<file path="src/ranked_stream_lock_arbiter_top_macros.svh">
// assertion macros for the lock arbiter
`ifndef RANKED_STREAM_LOCK_ARBITER_TOP_MACROS_SVH
`define RANKED_STREAM_LOCK_ARBITER_TOP_MACROS_SVH

// same-cycle implication
`define RSLA_ASSERT_NOW(lbl, ante, cons, msg) \
    lbl: assert property (@(posedge i_clk) disable iff (!i_rst_n) (ante) |-> (cons)) \
        else $error(msg);

// next-cycle implication
`define RSLA_ASSERT_NEXT(lbl, ante, cons, msg) \
    lbl: assert property (@(posedge i_clk) disable iff (!i_rst_n) (ante) |=> (cons)) \
        else $error(msg);

`endif

</file>
<file path="src/rsla_pkg.sv">
package rsla_pkg;

    localparam int NumStreams = 16;
    localparam int StackDepth = 8;
    localparam int NumRanks   = 4;
    localparam int StreamW    = $clog2(NumStreams);
    localparam int SlotW      = $clog2(StackDepth);
    localparam int DepthW     = $clog2(StackDepth + 1);
    localparam int AddrW      = StreamW + SlotW;

    localparam logic [1:0] OP_NONE   = 2'd0;
    localparam logic [1:0] OP_LOCK   = 2'd1;
    localparam logic [1:0] OP_UNLOCK = 2'd2;
    localparam logic [1:0] OP_BAD    = 2'd3;

    localparam logic [2:0] RANK_NONE   = 3'd0;
    localparam logic [2:0] RANK_BRANCH = 3'd1;
    localparam logic [2:0] RANK_SCC    = 3'd4;

    localparam logic [2:0] ERR_OK          = 3'd0;
    localparam logic [2:0] ERR_NOT_SCHED   = 3'd1;
    localparam logic [2:0] ERR_ORDER       = 3'd2;
    localparam logic [2:0] ERR_FOREIGN     = 3'd3;
    localparam logic [2:0] ERR_UNLOCK_EMPTY = 3'd4;
    localparam logic [2:0] ERR_NOT_TOP     = 3'd5;
    localparam logic [2:0] ERR_FULL        = 3'd6;

    typedef struct packed {
        logic       action;
        logic [3:0] stream_id;
        logic [1:0] lock_op;
        logic [2:0] dep_rank;
    } t_req;

    typedef struct packed {
        logic       schedulable;
        logic [2:0] error_code;
        logic [2:0] top_rank;
        logic [3:0] lock_depth;
        logic       exclusive_valid;
        logic [3:0] exclusive_stream;
    } t_rsp;

    typedef enum logic {
        ST_IDLE,
        ST_EXEC
    } t_state;

endpackage

</file>
<file path="src/ranked_stream_lock_arbiter_top.sv">
// channel | dir | handshake                  | payload
// request | in  | i_req_valid / o_req_ready  | i_req (t_req)
// result  | out | o_rsp_valid / i_rsp_ready  | o_rsp (t_rsp)
// each request first reads the stack memory (two read ports, top and entry below
// it), then decides, writes back and loads the result register
// a new request is taken while idle, once the result register is empty or being drained
// synchronous active-low reset clears depths, hold counts and the exclusive holder;
// stack memory and rank owners need no clearing
module ranked_stream_lock_arbiter_top (
    input  logic          i_clk,
    input  logic          i_rst_n,
    input  logic          i_req_valid,
    output logic          o_req_ready,
    input  rsla_pkg::t_req i_req,
    output logic          o_rsp_valid,
    input  logic          i_rsp_ready,
    output rsla_pkg::t_rsp o_rsp
);
    import rsla_pkg::*;

    logic [2:0]        mem_stack [NumStreams*StackDepth];
    logic [2:0]        r_rd_top;
    logic [2:0]        r_rd_below;

    logic [DepthW-1:0] r_depth [NumStreams];
    logic [3:0]        r_cnt   [NumRanks];
    logic [StreamW-1:0] r_owner [NumRanks];
    logic              r_exf;
    logic [StreamW-1:0] r_exo;

    t_state r_state, n_state;
    t_req   r_req;
    t_rsp   r_rsp, n_rsp;
    logic   r_out_valid;

    logic accept;
    logic [DepthW-1:0] in_depth;

    assign accept   = i_req_valid && o_req_ready;
    assign in_depth = r_depth[i_req.stream_id];

    // next state
    always_comb begin
        n_state = r_state;
        unique case (r_state)
            ST_IDLE: if (accept) n_state = ST_EXEC;
            ST_EXEC: n_state = ST_IDLE;
            default: n_state = ST_IDLE;
        endcase
    end

    // outputs of the fsm
    always_comb begin
        unique case (r_state)
            ST_IDLE: o_req_ready = !r_out_valid || i_rsp_ready;
            default: o_req_ready = 1'b0;
        endcase
    end

    // stack memory: one write port, two read ports
    always_ff @(posedge i_clk) begin
        if (accept) begin
            r_rd_top   <= mem_stack[{i_req.stream_id, SlotW'(in_depth - DepthW'(1))}];
            r_rd_below <= mem_stack[{i_req.stream_id, SlotW'(in_depth - DepthW'(2))}];
        end
    end

    // execute stage
    logic [DepthW-1:0] d;
    logic [2:0]        top, newtop, rr;
    logic [1:0]        ri, ti;
    logic [StreamW-1:0] s;
    logic              valid_req, sched, do_lock, do_unlock;
    logic [2:0]        err;
    logic              higher_held;
    logic [3:0]        cnt_dec1, cnt_dec4;
    logic              n_exf;
    logic [StreamW-1:0] n_exo;
    logic [DepthW-1:0] n_depth;
    logic [2:0]        n_top;

    always_comb begin
        s      = r_req.stream_id;
        rr     = r_req.dep_rank;
        d      = r_depth[s];
        top    = (d == '0) ? RANK_NONE : r_rd_top;
        newtop = (d <= DepthW'(1)) ? RANK_NONE : r_rd_below;
        ri     = 2'(rr - 3'd1);
        ti     = 2'(top - 3'd1);
        valid_req = (rr <= 3'(NumRanks)) && (r_req.lock_op != OP_BAD)
                    && !(r_req.lock_op == OP_LOCK && rr == RANK_NONE);
        higher_held = 1'b0;
        for (int k = 1; k <= NumRanks; k++) begin
            if (k > int'(rr) && r_cnt[k-1] != '0) higher_held = 1'b1;
        end

        if (rr != RANK_NONE && top > rr)             err = ERR_ORDER;
        else if (r_exf && r_exo == s)                err = ERR_OK;
        else if (r_exf)                              err = ERR_NOT_SCHED;
        else if (r_req.lock_op != OP_LOCK)           err = ERR_OK;
        else if (r_cnt[ri] != '0)                    err = (r_owner[ri] == s) ? ERR_OK
                                                                             : ERR_NOT_SCHED;
        else if ((rr == RANK_BRANCH || rr == RANK_SCC) && higher_held) err = ERR_NOT_SCHED;
        else                                         err = ERR_OK;
        if (!valid_req) err = ERR_NOT_SCHED;
        sched = (err == ERR_OK);

        do_lock   = 1'b0;
        do_unlock = 1'b0;
        n_exf   = r_exf;
        n_exo   = r_exo;
        n_depth = d;
        n_top   = top;
        cnt_dec1 = r_cnt[0];
        cnt_dec4 = r_cnt[NumRanks-1];

        if (sched && r_req.action) begin
            if (r_req.lock_op == OP_LOCK) begin
                if (r_cnt[ri] != '0 && (top != rr || r_owner[ri] != s)) err = ERR_FOREIGN;
                else if (d >= DepthW'(StackDepth))                     err = ERR_FULL;
                else begin
                    do_lock = 1'b1;
                    n_depth = d + DepthW'(1);
                    n_top   = rr;
                    if (rr == RANK_BRANCH || rr == RANK_SCC) begin
                        n_exf = 1'b1;
                        n_exo = s;
                    end
                end
            end else if (r_req.lock_op == OP_UNLOCK) begin
                if (d == '0)                               err = ERR_UNLOCK_EMPTY;
                else if (rr != RANK_NONE && rr != top)     err = ERR_NOT_TOP;
                else if (top == RANK_NONE || top > 3'(NumRanks)) err = ERR_UNLOCK_EMPTY;
                else begin
                    do_unlock = 1'b1;
                    n_depth = d - DepthW'(1);
                    n_top   = newtop;
                    if (top == RANK_BRANCH && r_cnt[0] != '0) cnt_dec1 = r_cnt[0] - 4'd1;
                    if (top == RANK_SCC && r_cnt[NumRanks-1] != '0)
                        cnt_dec4 = r_cnt[NumRanks-1] - 4'd1;
                    // rescan own held exclusive ranks at or below the new top
                    n_exf = (newtop >= RANK_BRANCH && cnt_dec1 != '0 && r_owner[0] == s)
                         || (newtop >= RANK_SCC && cnt_dec4 != '0 && r_owner[NumRanks-1] == s);
                    n_exo = n_exf ? s : '0;
                end
            end
        end

        n_rsp.schedulable      = sched;
        n_rsp.error_code       = err;
        n_rsp.top_rank         = n_top;
        n_rsp.lock_depth       = 4'(n_depth);
        n_rsp.exclusive_valid  = n_exf;
        n_rsp.exclusive_stream = n_exf ? 4'(n_exo) : 4'd0;
    end

    always_ff @(posedge i_clk) begin
        if (r_state == ST_EXEC && do_lock) begin
            mem_stack[{s, SlotW'(d)}] <= rr;
            r_owner[ri] <= s;
        end
        if (accept) r_req <= i_req;
        if (r_state == ST_EXEC) r_rsp <= n_rsp;
    end

    always_ff @(posedge i_clk) begin
        if (!i_rst_n) begin
            r_state     <= ST_IDLE;
            r_out_valid <= 1'b0;
            r_exf       <= 1'b0;
            r_exo       <= '0;
            for (int i = 0; i < NumStreams; i++) r_depth[i] <= '0;
            for (int i = 0; i < NumRanks; i++)   r_cnt[i]   <= '0;
        end else begin
            r_state <= n_state;
            if (r_state == ST_EXEC)       r_out_valid <= 1'b1;
            else if (i_rsp_ready)         r_out_valid <= 1'b0;
            if (r_state == ST_EXEC) begin
                r_exf      <= n_exf;
                r_exo      <= n_exo;
                r_depth[s] <= n_depth;
                if (do_lock) r_cnt[ri] <= r_cnt[ri] + 4'd1;
                if (do_unlock) begin
                    r_cnt[0]          <= cnt_dec1;
                    r_cnt[NumRanks-1] <= cnt_dec4;
                    if (top != RANK_BRANCH && top != RANK_SCC && r_cnt[ti] != '0)
                        r_cnt[ti] <= r_cnt[ti] - 4'd1;
                end
            end
        end
    end

    assign o_rsp_valid = r_out_valid;
    assign o_rsp       = r_rsp;

`include "ranked_stream_lock_arbiter_top_macros.svh"
    `RSLA_ASSERT_NOW(a_exo_clear, !r_exf, r_exo == '0, "exclusive owner set without flag")
    `RSLA_ASSERT_NOW(a_depth_max, r_state == ST_EXEC, d <= DepthW'(StackDepth), "stack overrun")
    `RSLA_ASSERT_NEXT(a_accept_exec, accept, r_state == ST_EXEC, "accepted request not executed")
    `RSLA_ASSERT_NEXT(a_exec_out, r_state == ST_EXEC, r_out_valid, "result not loaded")

endmodule
</file>
<file path="config.mk">
export PLATFORM = sky130hd
export DESIGN_NAME = ranked_stream_lock_arbiter_top
export DESIGN_NICKNAME = d
export VERILOG_FILES = /design/src/rsla_pkg.sv /design/src/ranked_stream_lock_arbiter_top.sv
export VERILOG_INCLUDE_DIRS = /design/src /design/src/src
export SDC_FILE = /design/constraint.sdc
export NUM_CORES = 1
export LEC_CHECK = 0
export ABC_AREA = 1
export BUFFER_PORTS_ARGS = -buffer_cell sky130_fd_sc_hd__buf_2
export CAP_MARGIN = 20
export CORE_MARGIN = 1.5
export CORE_UTILIZATION = 55
export CTS_BUF_LIST = sky130_fd_sc_hd__clkbuf_2
export CTS_CLUSTER_DIAMETER = 60
export DETAILED_ROUTE_END_ITERATION = 6
export PLACE_DENSITY = 0.71
export SLEW_MARGIN = 10
export SYNTH_ARGS = -nofsm -noshare
export SYNTH_HDL_FRONTEND = slang
export SYNTH_SLANG_ARGS = --single-unit
</file>
<file path="constraint.sdc">
create_clock -name i_clk -period 8.5 [get_ports i_clk]
set_clock_uncertainty 0.05 [all_clocks]
set_input_delay 0.425 -clock i_clk [delete_from_list [all_inputs] [get_ports i_clk]]
set_output_delay 0.425 -clock i_clk [all_outputs]
set_load 0.05 [all_outputs]
</file>
Yosys cells after proc, flatten, opt, wreduce, memory -nomap -nowiden
Memory sizes are Yosys's and may differ from the RTL's. A register that Yosys moved wholly into a read port is not among the register bits.
Index checks and enable logic that the tools add are counted.
{"block": "totals", "register_bits": 33, "ramBits": 480, "in_bits": 14, "word_cells": 235, "memories": 4}
{"block": "op_classes", "add_sub_neg": 10, "magnitude_cmp": 11, "eq_ne": 17, "mux": 129, "n_bitwise": 3, "n_reduce_logical": 47}
{"memory": "mem_stack", "depth": 128, "width": 3, "read_ports": 2, "rd_ports_with_merged_regs": 2, "wr": 1, "line": "ranked_stream_lock_arbiter_top.sv:21", "source": "logic [2:0] mem_stack [NumStreams*StackDepth];"}
{"memory": "r_depth", "depth": 16, "width": 4, "read_ports": 2, "rd_ports_with_merged_regs": 1, "wr": 16, "line": "ranked_stream_lock_arbiter_top.sv:25", "source": "logic [DepthW-1:0] r_depth [NumStreams];"}
{"memory": "r_cnt", "depth": 4, "width": 4, "read_ports": 6, "rd_ports_with_merged_regs": 0, "wr": 4, "line": "ranked_stream_lock_arbiter_top.sv:26", "source": "logic [3:0] r_cnt [NumRanks];"}
{"memory": "r_owner", "depth": 4, "width": 4, "read_ports": 3, "rd_ports_with_merged_regs": 0, "wr": 1, "line": "ranked_stream_lock_arbiter_top.sv:27", "source": "logic [StreamW-1:0] r_owner [NumRanks];"}
{"operator": "two-way mux 4 bit", "count": 51}
{"operator": "two-way mux 3 bit", "count": 19}
{"operator": "two-way mux 1 bit", "count": 55}
{"operator": "nonzero test 4 bit", "count": 8}
{"operator": "logical AND 1 bit", "count": 23}
{"operator": "== test 4 bit", "count": 4}
{"operator": "subtractor 4 x 1 -> 4 bit (second input constant)", "count": 4}
{"operator": "OR reduction 4 bit", "count": 3}
{"operator": "zero test 3 bit", "count": 3}
{"operator": "adder 4 x 1 -> 4 bit (second input constant)", "count": 2}
{"operator": "== test 3 x 1 -> 1 bit (second input constant)", "count": 2}
{"operator": "== test 3 bit (second input constant)", "count": 2}
{"operator": "greater-than comparator 2 x 3 -> 1 bit (first input constant)", "count": 2}
{"operator": "two-way mux 2 bit", "count": 3}
{"operator": "!= test 3 bit", "count": 2}
{"operator": "logical OR 1 bit", "count": 5}
{"operator": "greater-or-equal comparator 4 bit (second input constant)", "count": 1}
{"operator": "<= comparator 4 x 1 -> 1 bit (second input constant)", "count": 1}
{"operator": "zero test 4 bit", "count": 1}
{"operator": "!= test 4 bit", "count": 1}
{"operator": "subtractor 2 x 1 -> 2 bit (second input constant)", "count": 2}
{"operator": "greater-or-equal comparator 3 x 1 -> 1 bit (second input constant)", "count": 1}
{"operator": "greater-or-equal comparator 3 bit (second input constant)", "count": 1}
{"operator": "greater-than comparator 1 x 3 -> 1 bit (first input constant)", "count": 1}
{"operator": "other kinds (18)", "count": 20}

Depth between registers and ports, before layout
Gate-level depths: netlist of run 1.
An unclocked memory read counts as a cell.
{"block": "logic_depth", "word_depth": 29, "depth_mapped": 29}

Least setup slack after synthesis of run 1
OpenSTA, ideal clock, no wires.
{"block": "synth_path", "path_type": "register -> register", "startpoint": "register r_req, in the netlist rr[0]", "endpoint": "memory mem_stack[104][0] (enable)", "setup_time_ps": 319, "t_arrival_ps": 5250, "path_slack_ps": 2881, "stages_incl_launch_ff": 22, "path_buffers": 5, "period_less_slack_ps": 5619, "path_cell_list": "edfxtp_1 > inv_2 > buf_2 > ha_1 > clkbuf_2 > inv_1 > buf_2 > a21oi_1 > a32oi_1 > ha_1 > nand3b_1 > a21oi_1 > nor3_1 > a21oi_2 > nand3_4 > buf_6 > nor2_8 > nand2_4 > nor2_8 > nand2_4 > buf_6 > nor2_1"}
{"block": "synth_via", "elab_chain_len": 20, "word_cells_on_any_way": 50, "classes_between": "add/sub: 1; order compare: 6; eq/ne: 5; mux: 17; reduce/logical: 19; memory: 2"}
{"element": "start: declaration", "line": "ranked_stream_lock_arbiter_top.sv:32", "source": "t_req r_req;"}
{"element": "start signal: assignment", "line": "ranked_stream_lock_arbiter_top.sv:162", "source": "if (accept) r_req <= i_req;"}
{"element": "greater-than comparator 1 x 3 -> 1 bit", "line": "ranked_stream_lock_arbiter_top.sv:94", "source": "if (k > int'(rr) && r_cnt[k-1] != '0) higher_held = 1'b1;"}
{"element": "logical AND 1 bit", "line": "ranked_stream_lock_arbiter_top.sv:94"}
{"element": "two-way mux 1 bit (4 in series)", "line": "ranked_stream_lock_arbiter_top.sv:94"}
{"element": "logical AND 1 bit", "line": "ranked_stream_lock_arbiter_top.sv:103", "source": "else if ((rr == RANK_BRANCH || rr == RANK_SCC) && higher_held) err = ERR_NOT_SCHED;"}
{"element": "two-way mux 1 bit", "line": "ranked_stream_lock_arbiter_top.sv:103"}
{"element": "two-way mux 1 bit", "line": "ranked_stream_lock_arbiter_top.sv:101", "source": "else if (r_cnt[ri] != '0) err = (r_owner[ri] == s) ? ERR_OK"}
{"element": "two-way mux 1 bit", "line": "ranked_stream_lock_arbiter_top.sv:100", "source": "else if (r_req.lock_op != OP_LOCK) err = ERR_OK;"}
{"element": "two-way mux 1 bit", "line": "ranked_stream_lock_arbiter_top.sv:99", "source": "else if (r_exf) err = ERR_NOT_SCHED;"}
{"element": "two-way mux 1 bit", "line": "ranked_stream_lock_arbiter_top.sv:98", "source": "else if (r_exf && r_exo == s) err = ERR_OK;"}
{"element": "two-way mux 2 bit", "line": "ranked_stream_lock_arbiter_top.sv:97", "source": "if (rr != RANK_NONE && top > rr) err = ERR_ORDER;"}
{"element": "two-way mux 3 bit", "line": "ranked_stream_lock_arbiter_top.sv:105", "source": "if (!valid_req) err = ERR_NOT_SCHED;"}
{"element": "zero test 3 bit", "line": "ranked_stream_lock_arbiter_top.sv:106", "source": "sched = (err == ERR_OK);"}
{"element": "logical AND 1 bit", "line": "ranked_stream_lock_arbiter_top.sv:117", "source": "if (sched && r_req.action) begin"}
{"element": "two-way mux 1 bit *", "line": "ranked_stream_lock_arbiter_top.sv:117"}
{"element": "logical AND 1 bit *", "line": "ranked_stream_lock_arbiter_top.sv:158", "source": "if (r_state == ST_EXEC && do_lock) begin"}
{"element": "two-way mux 1 bit *", "line": "ranked_stream_lock_arbiter_top.sv:158"}
{"element": "two-way mux 1 bit (not written as such) *", "line": "ranked_stream_lock_arbiter_top.sv:159", "source": "mem_stack[{s, SlotW'(d)}] <= rr;"}
{"element": "end: declaration", "line": "ranked_stream_lock_arbiter_top.sv:21"}
Every way passes the cells marked *; elsewhere a longest branch is shown, timed or not.

==> results of run 1 <==
final cells by class:
class,instances,area [um^2]
Timing Repair Buffer,79,573
Antenna cell,5,12.5
Inverter,222,841
Fill cell,4230,19900
Clock buffer,203,1020
Multi-Input combinational cell,1999,10200
Tap cell,664,831
Clock inverter,34,211
Sequential cell,523,15600
per-layer routing:
metal / track usage, % / wire, um / part of all wire [%]
met1: 42.7 / 31800 / 39
met2: 49.9 / 37600 / 46
met3: 7.53 / 8910 / 11
met4: 15.9 / 3020 / 3.7
met5: 0 / 9 / 0.011
synth_stat cells, types with 4 or more instances:
cell and count:
a21oi_1 91, o211ai_1 205, a32oi_1 5, o2111ai_1 40, mux2i_1 4, nor3_1 4, buf_2 41, inv_1 210
nand2_2 5, clkbuf_1 133, ha_1 19, xnor2_1 8, nand2_4 13, nand3_1 144, buf_1 12, o311ai_0 11
o21ai_1 7, inv_2 7, o21ai_0 312, o221ai_1 6, xor2_1 13, buf_6 12, nand2_1 450, o22ai_1 69
clkinv_1 5, edfxtp_1 512, dfxtp_1 11, o32ai_1 10, a31oi_1 4, nand4_1 18, nor2_1 526
state kept, by name (all words and copies together), names as in the netlist, 3 cells and up, named ones only:
register    count
mem_stack     384
r_depth        64
o_rsp          16
r_cnt          16
r_owner        16
r_exo           4
s               4
r_rd_below      3
r_rd_top        3
r_req           3
rr              3
layout by cell type (no fill, tap or decap), types with 7 or more instances in the layout:
master	instances
buf_2	31
o21ai_1	7
xnor2_1	7
o311ai_0	11
dlygate4sd3_1	23
clkinv_1	30
inv_2	11
o211ai_1	205
o22ai_1	69
nand3_1	144
nand4_1	18
o21ai_0	312
edfxtp_1	512
nor2_1	524
o32ai_1	10
clkbuf_2	203
inv_1	209
o2111ai_1	40
ha_1	18
buf_4	25
nand2_1	449
xor2_1	13
nand2_4	14
dfxtp_1	11
a21oi_1	90
power by group:
group          switching, W  internal [W]  total (W)
Combinational      0.000930      0.000343    0.00127
Clock               0.00104      0.000722    0.00176
Sequential        0.0000291       0.00287    0.00289
Total               0.00200       0.00393    0.00593
metrics by stage:
| step | worst slack (ns) | instance area [um^2] |
|---|---|---|
| 6_report | 2.53 | 29300 |
| 3_3_place_gp | 2.44 | 27800 |
| 5_1_grt | 2.09 | 29300 |
| 3_5_place_dp | 2.35 | 27800 |
| 4_1_cts | 2.60 | 29300 |
| 2_1_floorplan | 2.88 | 27500 |
logic make-up (layout without fill, tap and decap cells):
logic type      after synthesis  in the layout  synth area share, %
compound gates              767            767                 17.2
xor+xnor                     22             22                0.727
fa+ha+maj                    19             19                0.864
buf+inv                     425            538                 6.36
flops                       523            523                 56.7
mux                           4              4                0.145
other cells                   0              5                    0
simple gates               1187           1187                 18.0
how the worst max path moves through the flow:
stage / start / endpoint / slack [ns]
2_1_floorplan: rr[0] / mem_stack[104][0] / 2.88
3_3_place_gp: i_req[7] / r_rd_top[0] / 2.44
3_5_place_dp: i_req[7] / r_rd_top[0] / 2.35
4_1_cts: flop / r_depth[9][0] / 2.60
5_1_grt: flop / r_depth[9][0] / 2.09
6_report: flop / r_depth[5][0] / 2.53
==> impl_metrics.toml, run 1 <==
[floorplan]
core_um2 = 49200
die_area_um2 = 51400
die_y_um = 227
initial_core_util_pct = 56.0
rows = 81
io_pins = 32
fp.dieW_um = 227

[cts]
cts_max_level = 4
ctsResizeCount = 0
cts_hold_buf = 23
cts-buffers-inserted = 136
cts_setup_buffers = 0
cts_root_buf = "clkbuf_2"
clk_latency_ns = 1.35
cts_tree = "yes"
path_clk_slew_ns = 0.11
cts.sinks = 523
ctsLongestPathBuffers = 3

[route]
wl_per_cell_um = 21.8
totalWireLength_mm = 81.3
viasPerCell = 6.29
vias = 23445
drtIter0Drc = 3603
drc = 0
drtPass1Iterations = 6
drt.antenna.violating_nets = 0

[critical_path]
cp-start-kind = "flop"
crit_arrival_ns = 6.91
crit_family = "simple AND/OR/NAND/NOR gates"
r2r_end = "r_depth[5][0]"
crit_buf_inv = 6
r2r_cells = 21
regToRegSetupSlack_ns = 2.53
path_cells = "buf_4 -> inv_2 -> o21ai_0 -> o21ai_0 -> o221ai_1 -> nand2_1 -> inv_1 -> ha_1 -> nand2_4 -> nand2_1 -> inv_1 -> nor2_1 -> ha_1 -> inv_1 -> nand2_2 -> nor2_2 -> inv_2 -> nor2_4 -> nor2_2 -> xor2_2 -> nor2_1"
cpMaxStageDelayCell = "xor2_2"
cp_max_fo = 45
crit_path_end_kind = "flop"
worst-setup-path-type = "flop to flop"
cp.depth = 21
worstPathRequired_ns = 9.44
cp_common_cell = "inv_1"
slowest_delay_ns = 0.82

[sta]
finalCriticalPeriod_ns = 5.97
holdWs_ns = 0.145
setup_tns_ns = 0
relSlewSlack_pct = 20.9
setup-violations-final = 0
rsz0062_at_grt = "no"
worst_slew_pin_slew_ns = 1.19
fmax_ghz = 0.167
post-route-period-util_pct = 70.2
maxSlewViolCount = 0
hold_viol_final = 0

[synthesis]
ys_seq_area_share_pct = 56.7
yosysTopAreaCell = "edfxtp_1"
syn_inst = 2947
synthDistinctLibCells = 55
ys_ff_latch = 523
synth_edf_count = 512
yosysWarnings = 0
synth_nets = 2980
synth_top_area_share_pct = 55.9
synth_flop_cell = "edfxtp_1"
syn_avg_cell_area_um2 = 9.34
synth_area_leaders = "edfxtp_1 (56%), nor2_1 (7.2%), nand2_1 (6.1%)"
async_reset_ff_share_pct = 0
syn_area_um2 = 27500

[run]
cap_violations = 0

[hold_path]
hold_class = "input port to flop"
whs_path_depth = 2
hp-start = "i_req[7]"
whs_endpoint = "s[2]"

[global_routing]
grt_start_max_net_pins = 175
track_usage_pct = 32.2
grt_pass1_vias = 22163
grt_pass1_wl_mm = 125
antenna_found_initial = 3
gr-total-overflow = 0

[status]
status = "completed"

[layout]
post-route-util_pct = 59.6
stdcell_count = 3729
nNetsFinal = 2994
area_delta_synth_final_pct = 6.46
drive_gt1_share_pct = 10.5

[power]
power_leakage_nw = 10.6
p_total_w = 0.00593
ir_drop_mv = 0.119
p_per_area_nw_per_um2 = 202

[placement]
hpwl_mm = 50.3
dp_cells = 3464
numPortBuffers = 31
gp_congestion = 0.930
Power figures use the tool's default switching activity.
==> run 2, diff against run 1 <==
- PLACE_DENSITY: 0.71 -> 0.74
- clock period: 8.5 -> 5.42 ns (I/O delays scaled with it)
==> run 2 against run 1 <==
Net effect:
- the flow now finishes with violations (design-rule violations, max-slew violations)
- first-iteration DRC count down 16%
- die area is the same
- sequential power up 57%
- count of clock-buffer cells in the layout shrank 32
- critical path depth is 2 higher
- largest power group unchanged
- register-to-register slack lost 2.0 ns
- highest routed layer is now met4
- critical path type unchanged
- largest cell class unchanged
==> impl_metrics.toml, run 2 (synthesis results as in run 1) <==
[route]
drc = 1
wl_per_cell_um = 21.1
drtPass1Iterations = 7
drt.antenna.violating_nets = 0
vias = 23279
viasPerCell = 6.22
totalWireLength_mm = 78.9
drtIter0Drc = 3029

[sta]
holdWs_ns = 0.128
setup_tns_ns = 0
relSlewSlack_pct = -9.93
post-route-period-util_pct = 91.1
maxSlewViolCount = 107
worst_slew_pin_slew_ns = 1.65
hold_viol_final = 0
rsz0062_at_grt = "no"
setup-violations-final = 0
fmax_ghz = 0.202
finalCriticalPeriod_ns = 4.94
setup_ws_ns = 0.481

[power]
ir_drop_mv = 0.171
internal-power_w = 0.00616
power.clock.fraction_pct = 29.6
p_sw_share_pct = 34.3
p_seq_share_pct = 48.4
pwr-share-comb_pct = 22.1
p_sw_w = 0.00321
power_leakage_nw = 10.6
p_per_area_nw_per_um2 = 315

[floorplan]
fp.dieW_um = 227
initial_core_util_pct = 56.0
io_pins = 32
die_y_um = 227
rows = 81
core_um2 = 49200
die_area_um2 = 51400

[critical_path]
cp_max_fo = 45
r2r_cells = 23
worstPathRequired_ns = 6.36
r2r_end = "mem_stack[38][1]"
worst-setup-path-type = "flop to flop"
regToRegSetupSlack_ns = 0.48
crit_arrival_ns = 5.88
crit_path_end_kind = "flop"
cp-start-kind = "flop"

[layout]
drive_gt1_share_pct = 11.8
final_common_cell = "edfxtp_1"
top_regs = "mem_stack: 384 flops, r_depth: 64 flops"
layout_common_cells = "edfxtp_1 (512), nor2_1 (484), nand2_1 (447)"
stdcell_area_um2 = 29700
area_delta_synth_final_pct = 7.92
largest_reg_flops = 384
multi_input_area_um2 = 10400
regArea_um2 = 15600
fillers = 4126
nNetsFinal = 3009
largest_register = "mem_stack"
stdcell_count = 3744

[hold_path]
whs_path_depth = 3
hold_class = "input port to flop"
hp-start = "i_req[9]"
whs_endpoint = "r_req[9]"

[cts]
ctsLongestPathBuffers = 3
cts_root_buf = "clkbuf_2"
path_clk_slew_ns = 0.11
cts_tree = "yes"
cts_max_level = 4
cts.sinks = 523
cts-buffers-inserted = 136
clk_latency_ns = 1.38
cts_setup_buffers = 0

[global_routing]
grt_start_max_net_pins = 287
grt_pass1_wl_mm = 121
track_usage_pct = 31.2
antenna_found_initial = 2
gr-total-overflow = 0
grt_pass1_vias = 22102

[placement]
numPortBuffers = 31
gp_congestion = 0.973
placed_area_um2 = 28200
place_ws_ns = 0.487
hpwl_mm = 47.5
dp_cells = 3473

[run]
cap_violations = 0

[status]
status = "finished, violations left"
violations = "design-rule violations, max-slew violations"
run 2: changes by cell type in the layout (fill, tap and decap cells not counted), sizes merged:
cell	before	now
diode	5	4
bufinv	3	4
clkinv	31	60
clkbuf	203	171
clkinvlp	1	2
inv	221	223
buf	56	65
dlygate4sd3	23	29
run 2: metrics by stage:
stage | utilization (%) | total power [W]
after floorplan | - | 0.00603
after global placement | 57.3 | 0.00656
final | 60.4 | 0.00937
after global routing | 60.4 | 0.00979
after CTS | 60.4 | 0.00935
after detailed placement | 57.3 | 0.00661
run 2: per-layer routing:
| metal | wire length (um) | up-vias | global-route usage (%) | part of all wire (%) |
|---|---|---|---|---|
| li1 | - | 10624 | - | - |
| met1 | 31100 | 10993 | 40.4 | 39 |
| met2 | 36500 | 1413 | 49.4 | 46 |
| met3 | 8270 | 249 | 7.27 | 10 |
| met4 | 2960 | 0 | 15.4 | 3.8 |
| met5 | 0 | - | 0 | 0 |
run 2: timing repair:
| action | CTS | global route |
|---|---|---|
| hold endpoints to repair | 133 | 0 |
| resized for setup | 0 | 2 |
| hold buffers | 29 | 0 |
| setup endpoints to repair | 0 | 27 |
run 2: worst max-delay path, stage by stage, from the launching register on:
cell	delay, ns
dfxtp_1	0.34
buf_12	0.17
inv_2	0.25
o21ai_0	0.11
o21ai_0	0.18
o221ai_1	0.16
nand2_1	0.22
inv_1	0.12
ha_1	0.27
nand2_4	0.13
inv_1	0.06
nor2_1	0.27
ha_1	0.34
inv_1	0.07
o21bai_1	0.07
inv_1	0.05
nand2_1	0.08
nand2_4	0.12
nand3_4	0.21
nor2_8	0.23
nand2_8	0.13
nor2_8	0.19
nand2_4	0.33
nor2_1	0.35
run 2: cell type report:
class | instances | share of cell area [%]
clock buffers | 171 | 2.88
clock inverters | 67 | 1.31
diodes | 4 | 0.0337
inverters | 222 | 2.84
multi-input cells | 1999 | 34.9
repair buffers | 94 | 2.70
flip-flops and latches | 523 | 52.5
well taps | 664 | 2.80
run 2: power groups by stage:
stage | registers [W] | clock network (W) | logic, W
global placement | 0.00462 | 0 | 0.00194
floorplan | 0.00466 | 0 | 0.00137
CTS | 0.00453 | 0.00281 | 0.00201
detailed placement | 0.00462 | 0 | 0.00198
finish | 0.00453 | 0.00277 | 0.00207
global route | 0.00454 | 0.00302 | 0.00223
run 2: worst max-delay path by stage:
stage,from,endpoint,slack (ns),depth (start not counted)
after detailed placement,flop,r_cnt[1][1],0.49,20
after floorplan,rr[1],r_cnt[1][0],-0.06,18
after global placement,flop,r_cnt[1][1],0.59,20
after CTS,flop,r_cnt[1][1],0.44,20
final,flop,mem_stack[38][1],0.48,23
after global routing,flop,mem_stack[47][1],0.10,23
